==> src/hdl/ssds_pkg.sv <==
package ssds_pkg;

  // fixed field widths
  localparam int unsigned FUNC_W  = 32;
  localparam int unsigned IP_W    = 64;
  localparam int unsigned IDX_W   = 5;
  localparam int unsigned STAMP_W = 32;
  localparam int unsigned PLEN_W  = 6;

  // stream widths, rounded up to whole bytes
  localparam int unsigned IN_DW  = 168;
  localparam int unsigned OUT_DW = 240;

  // input selector
  typedef enum logic [1:0] {
    OP_PUSH,
    OP_POP,
    OP_CHG_IP,
    OP_SAMPLE
  } op_e;

  // result kind
  typedef enum logic [1:0] {
    KIND_HEADER,
    KIND_FRAME,
    KIND_ERROR
  } kind_e;

  // error codes
  typedef enum logic [1:0] {
    ERR_OVERFLOW,
    ERR_UNDERFLOW,
    ERR_BAD_INDEX
  } err_e;

  // controller states
  typedef enum logic [1:0] {
    ST_IDLE,
    ST_EXEC,
    ST_FRAME
  } state_e;

  // input beat payload, last declared field in the lowest bits
  typedef struct packed {
    logic [2:0]         pad;
    logic [STAMP_W-1:0] hit_count;
    logic [STAMP_W-1:0] tick_stamp;
    logic [IDX_W-1:0]   depth_from_top;
    logic [IP_W-1:0]    new_ip;
    logic [FUNC_W-1:0]  func_id;
  } in_data_t;

  // output beat payload, last declared field in the lowest bits
  typedef struct packed {
    logic [6:0]         pad;
    logic [IP_W-1:0]    frame_ip;
    logic [FUNC_W-1:0]  frame_func;
    logic [STAMP_W-1:0] sample_count;
    logic [STAMP_W-1:0] sample_ticks;
    logic [IP_W-1:0]    changed_ip;
    logic               ip_changed;
    logic [PLEN_W-1:0]  prefix_length;
    logic [1:0]         error_code;
  } out_data_t;

  // controller to datapath
  typedef struct packed {
    logic accept;
    logic push;
    logic pop;
    logic write_ip;
    logic load_hdr;
    logic load_frame;
    logic load_err;
    err_e err_code;
  } cmd_t;

  // datapath to controller
  typedef struct packed {
    op_e  op;
    logic full;
    logic empty;
    logic chg_bad;
    logic smp_empty;
    logic last_frame;
    logic out_free;
  } status_t;

endpackage

==> src/hdl/ssds_ctrl.sv <==
module ssds_ctrl import ssds_pkg::*; (
  input  logic    clk_i,
  input  logic    rst_ni,
  input  logic    s_tvalid_i,
  output logic    s_tready_o,
  input  status_t status_i,
  output cmd_t    cmd_o
);

  state_e state_q, state_d;

  // state register
  always_ff @(posedge clk_i or negedge rst_ni) begin
    if (!rst_ni) begin
      state_q <= ST_IDLE;
    end else begin
      state_q <= state_d;
    end
  end

  // next state and commands
  always_comb begin
    state_d    = state_q;
    cmd_o      = '0;
    s_tready_o = 1'b0;
    unique case (state_q)
      ST_IDLE: begin
        s_tready_o = 1'b1;
        if (s_tvalid_i) begin
          cmd_o.accept = 1'b1;
          state_d      = ST_EXEC;
        end
      end
      ST_EXEC: begin
        unique case (status_i.op)
          OP_PUSH: begin
            if (!status_i.full) begin
              cmd_o.push = 1'b1;
              state_d    = ST_IDLE;
            end else if (status_i.out_free) begin
              cmd_o.load_err = 1'b1;
              cmd_o.err_code = ERR_OVERFLOW;
              state_d        = ST_IDLE;
            end
          end
          OP_POP: begin
            if (!status_i.empty) begin
              cmd_o.pop = 1'b1;
              state_d   = ST_IDLE;
            end else if (status_i.out_free) begin
              cmd_o.load_err = 1'b1;
              cmd_o.err_code = ERR_UNDERFLOW;
              state_d        = ST_IDLE;
            end
          end
          OP_CHG_IP: begin
            if (!status_i.chg_bad) begin
              cmd_o.write_ip = 1'b1;
              state_d        = ST_IDLE;
            end else if (status_i.out_free) begin
              cmd_o.load_err = 1'b1;
              cmd_o.err_code = ERR_BAD_INDEX;
              state_d        = ST_IDLE;
            end
          end
          OP_SAMPLE: begin
            if (status_i.out_free) begin
              cmd_o.load_hdr = 1'b1;
              state_d        = status_i.smp_empty ? ST_IDLE : ST_FRAME;
            end
          end
          default: state_d = ST_IDLE;
        endcase
      end
      ST_FRAME: begin
        if (status_i.out_free) begin
          cmd_o.load_frame = 1'b1;
          if (status_i.last_frame) begin
            state_d = ST_IDLE;
          end
        end
      end
      default: state_d = ST_IDLE;
    endcase
  end

endmodule

==> src/hdl/ssds_dpath.sv <==
module ssds_dpath import ssds_pkg::*; #(
  parameter int unsigned STACK_DEPTH = 32
) (
  input  logic              clk_i,
  input  logic              rst_ni,
  input  logic [IN_DW-1:0]  s_tdata_i,
  input  logic [1:0]        s_tuser_i,
  input  cmd_t              cmd_i,
  output status_t           status_o,
  output logic              m_tvalid_o,
  input  logic              m_tready_i,
  output logic [OUT_DW-1:0] m_tdata_o,
  output logic [1:0]        m_tuser_o,
  output logic              m_tlast_o
);

  localparam int unsigned AW = $clog2(STACK_DEPTH);
  localparam int unsigned SW = $clog2(STACK_DEPTH + 1);
  localparam int unsigned XW = (SW > IDX_W) ? SW : IDX_W;

  in_data_t in_data;
  assign in_data = in_data_t'(s_tdata_i);

  // latched item
  op_e                op_q;
  logic [FUNC_W-1:0]  func_q;
  logic [IP_W-1:0]    newip_q;
  logic [IDX_W-1:0]   idx_q;
  logic [STAMP_W-1:0] tick_q;
  logic [STAMP_W-1:0] hit_q;

  // stack state
  logic [SW-1:0] size_q, size_d;
  logic [SW-1:0] mp_q, mp_d;
  logic          chg_q, chg_d;
  logic [AW-1:0] ptr_q, ptr_d;

  // frame stores
  logic [FUNC_W-1:0] mem_func [STACK_DEPTH];
  logic [IP_W-1:0]   mem_ip   [STACK_DEPTH];
  logic [FUNC_W-1:0] rd_func_q;
  logic [IP_W-1:0]   rd_ip_q;

  // output register
  logic      out_valid_q;
  out_data_t out_data_q, out_data_d;
  kind_e     out_kind_q, out_kind_d;
  logic      out_last_q, out_last_d;
  logic      out_load;

  // index arithmetic
  logic [XW-1:0] size_x, mp_x, idx_x, diff_x, in_idx_x, pos_x;
  logic [AW-1:0] acc_addr;
  logic          chg_top, ip_diff, hdr_chg, out_free;

  assign size_x   = XW'(size_q);
  assign mp_x     = XW'(mp_q);
  assign idx_x    = XW'(idx_q);
  assign diff_x   = size_x - idx_x;
  assign in_idx_x = XW'(in_data.depth_from_top);
  assign pos_x    = size_x - in_idx_x - XW'(1);
  assign acc_addr = (op_e'(s_tuser_i) == OP_SAMPLE) ? AW'(mp_q - SW'(1)) : pos_x[AW-1:0];
  assign chg_top  = (diff_x == mp_x);
  assign ip_diff  = (rd_ip_q != newip_q);
  assign hdr_chg  = chg_q && (mp_q != '0);
  assign out_free = !out_valid_q || m_tready_i;
  assign out_load = cmd_i.load_hdr || cmd_i.load_frame || cmd_i.load_err;

  // status towards the controller
  always_comb begin
    status_o.op         = op_q;
    status_o.full       = (size_q == SW'(STACK_DEPTH));
    status_o.empty      = (size_q == '0);
    status_o.chg_bad    = (idx_x >= size_x) || (diff_x < mp_x);
    status_o.smp_empty  = (size_q == mp_q);
    status_o.last_frame = ((SW'(ptr_q) + SW'(1)) == size_q);
    status_o.out_free   = out_free;
  end

  // item capture
  always_ff @(posedge clk_i) begin
    if (cmd_i.accept) begin
      op_q    <= op_e'(s_tuser_i);
      func_q  <= in_data.func_id;
      newip_q <= in_data.new_ip;
      idx_q   <= in_data.depth_from_top;
      tick_q  <= in_data.tick_stamp;
      hit_q   <= in_data.hit_count;
    end
  end

  // stack size, prefix, changed flag and read pointer
  always_comb begin
    size_d = size_q;
    mp_d   = mp_q;
    chg_d  = chg_q;
    ptr_d  = ptr_q;
    if (cmd_i.push) begin
      size_d = size_q + SW'(1);
    end
    if (cmd_i.pop) begin
      size_d = size_q - SW'(1);
      if ((size_q - SW'(1)) < mp_q) begin
        mp_d  = size_q - SW'(1);
        chg_d = 1'b0;
      end
    end
    if (cmd_i.write_ip && chg_top && ip_diff) begin
      chg_d = 1'b1;
    end
    if (cmd_i.load_hdr) begin
      mp_d  = size_q;
      chg_d = 1'b0;
    end
    priority if (cmd_i.accept) begin
      ptr_d = acc_addr;
    end else if (cmd_i.load_hdr) begin
      ptr_d = mp_q[AW-1:0];
    end else if (cmd_i.load_frame) begin
      ptr_d = ptr_q + AW'(1);
    end else begin
      ptr_d = ptr_q;
    end
  end

  always_ff @(posedge clk_i or negedge rst_ni) begin
    if (!rst_ni) begin
      size_q <= '0;
      mp_q   <= '0;
      chg_q  <= 1'b0;
      ptr_q  <= '0;
    end else begin
      size_q <= size_d;
      mp_q   <= mp_d;
      chg_q  <= chg_d;
      ptr_q  <= ptr_d;
    end
  end

  // frame stores, one write and one registered read a cycle
  always_ff @(posedge clk_i) begin
    if (cmd_i.push) begin
      mem_func[size_q[AW-1:0]] <= func_q;
      mem_ip[size_q[AW-1:0]]   <= '0;
    end else if (cmd_i.write_ip) begin
      mem_ip[ptr_q] <= newip_q;
    end
    rd_func_q <= mem_func[ptr_d];
    rd_ip_q   <= mem_ip[ptr_d];
  end

  // result beat assembly
  always_comb begin
    out_data_d = '0;
    out_kind_d = KIND_ERROR;
    out_last_d = 1'b0;
    priority if (cmd_i.load_hdr) begin
      out_kind_d                 = KIND_HEADER;
      out_data_d.prefix_length   = PLEN_W'(mp_q);
      out_data_d.ip_changed      = hdr_chg;
      out_data_d.changed_ip      = hdr_chg ? rd_ip_q : '0;
      out_data_d.sample_ticks    = tick_q;
      out_data_d.sample_count    = hit_q;
      out_last_d                 = (size_q == mp_q);
    end else if (cmd_i.load_frame) begin
      out_kind_d            = KIND_FRAME;
      out_data_d.frame_func = rd_func_q;
      out_data_d.frame_ip   = rd_ip_q;
      out_last_d            = status_o.last_frame;
    end else begin
      out_data_d.error_code = cmd_i.err_code;
    end
  end

  always_ff @(posedge clk_i or negedge rst_ni) begin
    if (!rst_ni) begin
      out_valid_q <= 1'b0;
    end else if (out_load) begin
      out_valid_q <= 1'b1;
    end else if (m_tready_i) begin
      out_valid_q <= 1'b0;
    end
  end

  always_ff @(posedge clk_i) begin
    if (out_load) begin
      out_data_q <= out_data_d;
      out_kind_q <= out_kind_d;
      out_last_q <= out_last_d;
    end
  end

  assign m_tvalid_o = out_valid_q;
  assign m_tdata_o  = out_data_q;
  assign m_tuser_o  = out_kind_q;
  assign m_tlast_o  = out_last_q;

endmodule

==> src/hdl/shadow_stack_delta_sampler.sv <==
// channel   | direction | tdata (low bit up)                                    | tuser | tlast
// s_axis    | in        | func_id, new_ip, depth_from_top, tick_stamp, hit_count | op    | -
// m_axis    | out       | error_code, prefix_length, ip_changed, changed_ip,     | kind  | last
//           |           | sample_ticks, sample_count, frame_func, frame_ip       |       |
//
// push, pop and change ip are accepted, then executed against the registered frame store
// read. a sample loads its header in the execute state that follows accept, then one frame
// a cycle from the single read port while the output is free, for each frame above the prefix.
// reset clears stack size, prefix and the changed flag; the frame stores are not cleared.
// a stalled output holds the controller in place when a result is due; one item is in flight at a time.
module shadow_stack_delta_sampler import ssds_pkg::*; #(
  parameter int unsigned STACK_DEPTH = 32
) (
  input  logic              clk_i,
  input  logic              rst_ni,
  input  logic              s_axis_tvalid,
  output logic              s_axis_tready,
  // func_id, new_ip, depth_from_top, tick_stamp, hit_count
  input  logic [IN_DW-1:0]  s_axis_tdata,
  // operation
  input  logic [1:0]        s_axis_tuser,
  output logic              m_axis_tvalid,
  input  logic              m_axis_tready,
  // error_code, prefix_length, ip_changed, changed_ip, sample_ticks, sample_count,
  // frame_func, frame_ip
  output logic [OUT_DW-1:0] m_axis_tdata,
  // kind
  output logic [1:0]        m_axis_tuser,
  output logic              m_axis_tlast
);

  cmd_t    cmd;
  status_t status;

  // sequencer
  ssds_ctrl u_ctrl (
    .clk_i      (clk_i),
    .rst_ni     (rst_ni),
    .s_tvalid_i (s_axis_tvalid),
    .s_tready_o (s_axis_tready),
    .status_i   (status),
    .cmd_o      (cmd)
  );

  // stack, frame stores and output register
  ssds_dpath #(
    .STACK_DEPTH (STACK_DEPTH)
  ) u_dpath (
    .clk_i      (clk_i),
    .rst_ni     (rst_ni),
    .s_tdata_i  (s_axis_tdata),
    .s_tuser_i  (s_axis_tuser),
    .cmd_i      (cmd),
    .status_o   (status),
    .m_tvalid_o (m_axis_tvalid),
    .m_tready_i (m_axis_tready),
    .m_tdata_o  (m_axis_tdata),
    .m_tuser_o  (m_axis_tuser),
    .m_tlast_o  (m_axis_tlast)
  );

  // at most one result beat loaded a cycle
  a_one_load: assert property (@(posedge clk_i) disable iff (!rst_ni)
    $onehot0({cmd.load_hdr, cmd.load_frame, cmd.load_err}))
    else $error("several result loads in one cycle");

  // a result is only loaded into a free output register
  a_load_free: assert property (@(posedge clk_i) disable iff (!rst_ni)
    (cmd.load_hdr || cmd.load_frame || cmd.load_err) |-> status.out_free)
    else $error("result loaded over a waiting beat");

  // no second beat taken right after an accepted one
  a_one_item: assert property (@(posedge clk_i) disable iff (!rst_ni)
    (s_axis_tvalid && s_axis_tready) |=> !s_axis_tready)
    else $error("input accepted while an item is in work");

  // stack edits never coincide with result loads
  a_edit_quiet: assert property (@(posedge clk_i) disable iff (!rst_ni)
    (cmd.push || cmd.pop || cmd.write_ip) |-> !(cmd.load_hdr || cmd.load_frame || cmd.load_err))
    else $error("stack edit together with a result");

endmodule
==> config.mk <==
export PLATFORM = sky130hd
export DESIGN_NAME = shadow_stack_delta_sampler
export DESIGN_NICKNAME = d
export VERILOG_FILES = /design/src/hdl/ssds_pkg.sv /design/src/hdl/ssds_ctrl.sv /design/src/hdl/ssds_dpath.sv /design/src/hdl/shadow_stack_delta_sampler.sv
export SDC_FILE = /design/constraint.sdc
export NUM_CORES = 2
export LEC_CHECK = 0
export ABC_AREA = 1
export ABC_CLOCK_PERIOD_IN_PS = 11500
export CAP_MARGIN = 20
export CORE_MARGIN = 8
export CORE_UTILIZATION = 51
export CTS_CLUSTER_DIAMETER = 100
export DETAILED_ROUTE_END_ITERATION = 12
export DONT_BUFFER_PORTS = 1
export PLACE_DENSITY = 0.66
export SLEW_MARGIN = 40
export SYNTH_ARGS = -nofsm -noshare
export SYNTH_HDL_FRONTEND = slang
export SYNTH_SLANG_ARGS = --single-unit
==> constraint.sdc <==
create_clock -name clk_i -period 11.5 [get_ports clk_i]
set_input_delay 1.725 -clock clk_i [delete_from_list [all_inputs] [get_ports clk_i]]
set_output_delay 1.725 -clock clk_i [all_outputs]
set_load 0.1 [all_outputs]
==> reports/metrics.csv <==
metric,value,unit
p_per_area,295,nW/um^2
worst_ep_required_time,12040,ps
cts_buffers,368,
min_path_type,in2async,
cts_hold_buf,0,
grt_max_degree,187,
die-height,555,um
ys_seq_area_share,72.0,%
vias,99900,
setup_ws,4370,ps
cts_setup_buffers,0,
synth_area_per_cell,11.8,sq um
finalPower,49.9,mW
final_nets,12700,
drv_slew,0,
max_freq,140,MHz
clkTransAtPathRegs,60,ps
cp-start-kind,register,
crit_type,reg2reg,
reg2reg_depth,21,
cts_resized,0,
avgRoutedWirePerCell,25.5,um
grt_usage,26.5,%
timing.rr.start,u_dpath.size_q[0],
end_kind,register,
drt_wl_total,426000,um
rr_endpoint,u_dpath.mem_ip[14][37],
finish.utilization,58.2,%
htreeDepth,5,
final.setup.tns,0,ps
power_leakage,63.3,nW
synth_cell_types,37,
grt_pass1_wl,620000,um
drtIter0Drc,12900,
ys_ff_latch,3592,
io_buffers,0,
worst-r2r-setup-slack,4370,ps
cts_tree,built,
fin_crit,7130,ps
ys_warn_count,0,
critPathMaxFanout,36,
die_area,308000,sq um
whs,501,ps
cts.sinks,3592,
synthCells,12500,
cts.path.max_buffers,4,
start_util,51.1,%
area.sequential,107000,sq um
rows,198,
root_buffer,clkbuf_16,
fin_worst_skew,79.3,ps
multi_input_area,34000,sq um
ant_nets,0,
synth_area,148000,sq um
clkLatencyLatePin,960,ps
min_period_over_period,62.0,%
fillers,22500,
drive_above_1_share,8.48,%
finalHoldViolCount,0,
max-cap-violations,0,
dpl.hpwl,209000,um
synth_area_leaders,"edfxtp_1 (70%), nand3_1 (13%), nand2_1 (5.1%)",
global_route.overflow_total,0,
critPathArrivalTime,7670,ps
synth.largest_area_cell,edfxtp_1,
setup_viol,0,
rsz0062_at_grt,no,
via_per_inst,5.97,
coreArea,290000,sq um
worst_pin_slew,1120,ps
first_pass_iters,9,
syn2layout_area_growth,13.9,%
synthDominantCellAreaShare,70.3,%
grt_pass1_vias,97300,
post-place-ws,4150,ps
outcome,"complete, no violations",
max-vdd-ir-drop,0.000497,V
antenna_found_initial,17,
relSlewSlack,25.6,%
num_io_pins,419,
place.gp.congestion,0.800,
dieWidth,555,um
route.detailed.drc,0,
-- registers in the layout (all words and copies together) (netlist names) --
name,cells
u_ctrl.state_q,2
u_dpath.chg_q,1
u_dpath.func_q,32
u_dpath.hit_q,32
u_dpath.idx_q,5
u_dpath.m_tdata_o,233
u_dpath.m_tlast_o,1
u_dpath.m_tuser_o,2
u_dpath.m_tvalid_o,1
u_dpath.mem_func,1024
u_dpath.mem_ip,2048
u_dpath.mp_q,6
u_dpath.newip_q,64
u_dpath.op_q,2
u_dpath.ptr_q,5
u_dpath.rd_func_q,32
u_dpath.rd_ip_q,64
u_dpath.size_q,6
u_dpath.tick_q,32
-- worst max-delay path by stage --
| stage | start | to | slack, ps | cells after the start |
|---|---|---|---|---|
| floorplan | m_axis_tready | u_dpath.m_tdata_o[0] | 3160 | 7 |
| global placement | u_dpath.size_q[0] | u_dpath.mem_ip[10][40] | 3740 | 21 |
| detailed placement | u_dpath.size_q[0] | u_dpath.mem_ip[14][50] | 4150 | 21 |
| CTS | u_dpath.size_q[0] | u_dpath.mem_ip[14][42] | 4180 | 21 |
| global route | u_dpath.size_q[0] | u_dpath.mem_ip[14][42] | 4050 | 21 |
| finish | u_dpath.size_q[0] | u_dpath.mem_ip[14][37] | 4370 | 21 |
-- synthesized netlist by cell type --
cell type	n
nand3_1	3792
edfxtp_1	3475
nand2_1	2021
inv_1	1165
nand3b_1	484
buf_2	424
nor2_1	420
clkbuf_1	300
buf_1	115
dfxtp_1	96
xnor2_1	31
xor2_1	29
ha_1	28
a21oi_1	26
o21ai_0	23
dfrtp_1	21
buf_4	20
nand4_1	16
o22ai_1	10
nor3_1	8
inv_2	6
nand2_2	5
nor4_1	4
a21boi_0	3
o21ai_2	3
a211oi_1	2
a31oi_1	2
clkinv_1	2
fa_1	2
nor2_4	2
o2111ai_1	2
o211ai_1	2
a21oi_2	1
buf_6	1
conb_1	1
nand2_4	1
nor2_2	1
-- critical path: stages, from the launching register on --
cell      delay, ps
dfrtp_1         570
inv_1           330
ha_1            200
inv_1            60
fa_1            420
nand2_1         100
nand2_1          60
xor2_1          180
inv_1            70
ha_1            270
nand2_1          60
nor2_1          130
o21ai_0         110
o211ai_1        110
nand3_1         170
nor2_2          500
inv_4           440
nand2_1         320
nand3_2         420
nor2_4          700
buf_4           750
buf_4           720
-- per-layer routing --
metal	track usage (%)	vias up	routed length, um
met5	0	-	27
met4	11.2	4	19500
met3	4.17	1094	41200
met2	44.9	5729	205000
met1	34.3	49100	160000
li1	-	44000	-
-- per-stage QoR --
stage                     area, sq um  std cells
after CTS                      168000      16700
after global placement         152000      15800
after floorplan                148000      12600
after global routing           169000      16700
final                          169000      16700
after detailed placement       156000      16000
-- cell families (layout without fill, tap and decap cells) --
kind of cell / after synthesis / after routing / share of synthesized area (%)
DFF: 3592 / 3592 / 72.0
other: 1 / 13 / 0.00253
buffers and inverters: 2033 / 2295 / 5.56
AOI/OAI and AO/OA: 74 / 74 / 0.287
and+or+nand+nor: 6754 / 6754 / 21.6
adders and majority gates: 30 / 30 / 0.263
xor gates and xnor gates: 60 / 60 / 0.354
-- power by group --
part           internal, mW  switching [mW]
sequential             15.7            1.49
clock                  7.11            5.10
combinational          5.70            14.7
-- layout by cell type, fill, tap and decap left out, drive strengths merged, types with 29 or more instances in the layout --
| master | instances |
|---|---|
| xnor2 | 31 |
| nand3 | 3792 |
| clkinv | 119 |
| dfxtp | 96 |
| nand2 | 2027 |
| buf | 424 |
| xor2 | 29 |
| edfxtp | 3475 |
| clkbuf | 516 |
| inv | 1185 |
| nor2 | 423 |
| nand3b | 484 |
| bufinv | 39 |
-- cell type report --
class | instances | share of cell area [%]
Multi-Input combinational cell | 6925 | 20.1
Clock buffer | 502 | 6.00
Sequential cell | 3592 | 63.2
Inverter | 1173 | 2.63
Antenna cell | 6 | 0.00888
Timing Repair Buffer | 438 | 3.83
Clock inverter | 182 | 1.36
Tap cell | 3900 | 2.89
No activity file was read; power rests on OpenSTA's default activity.
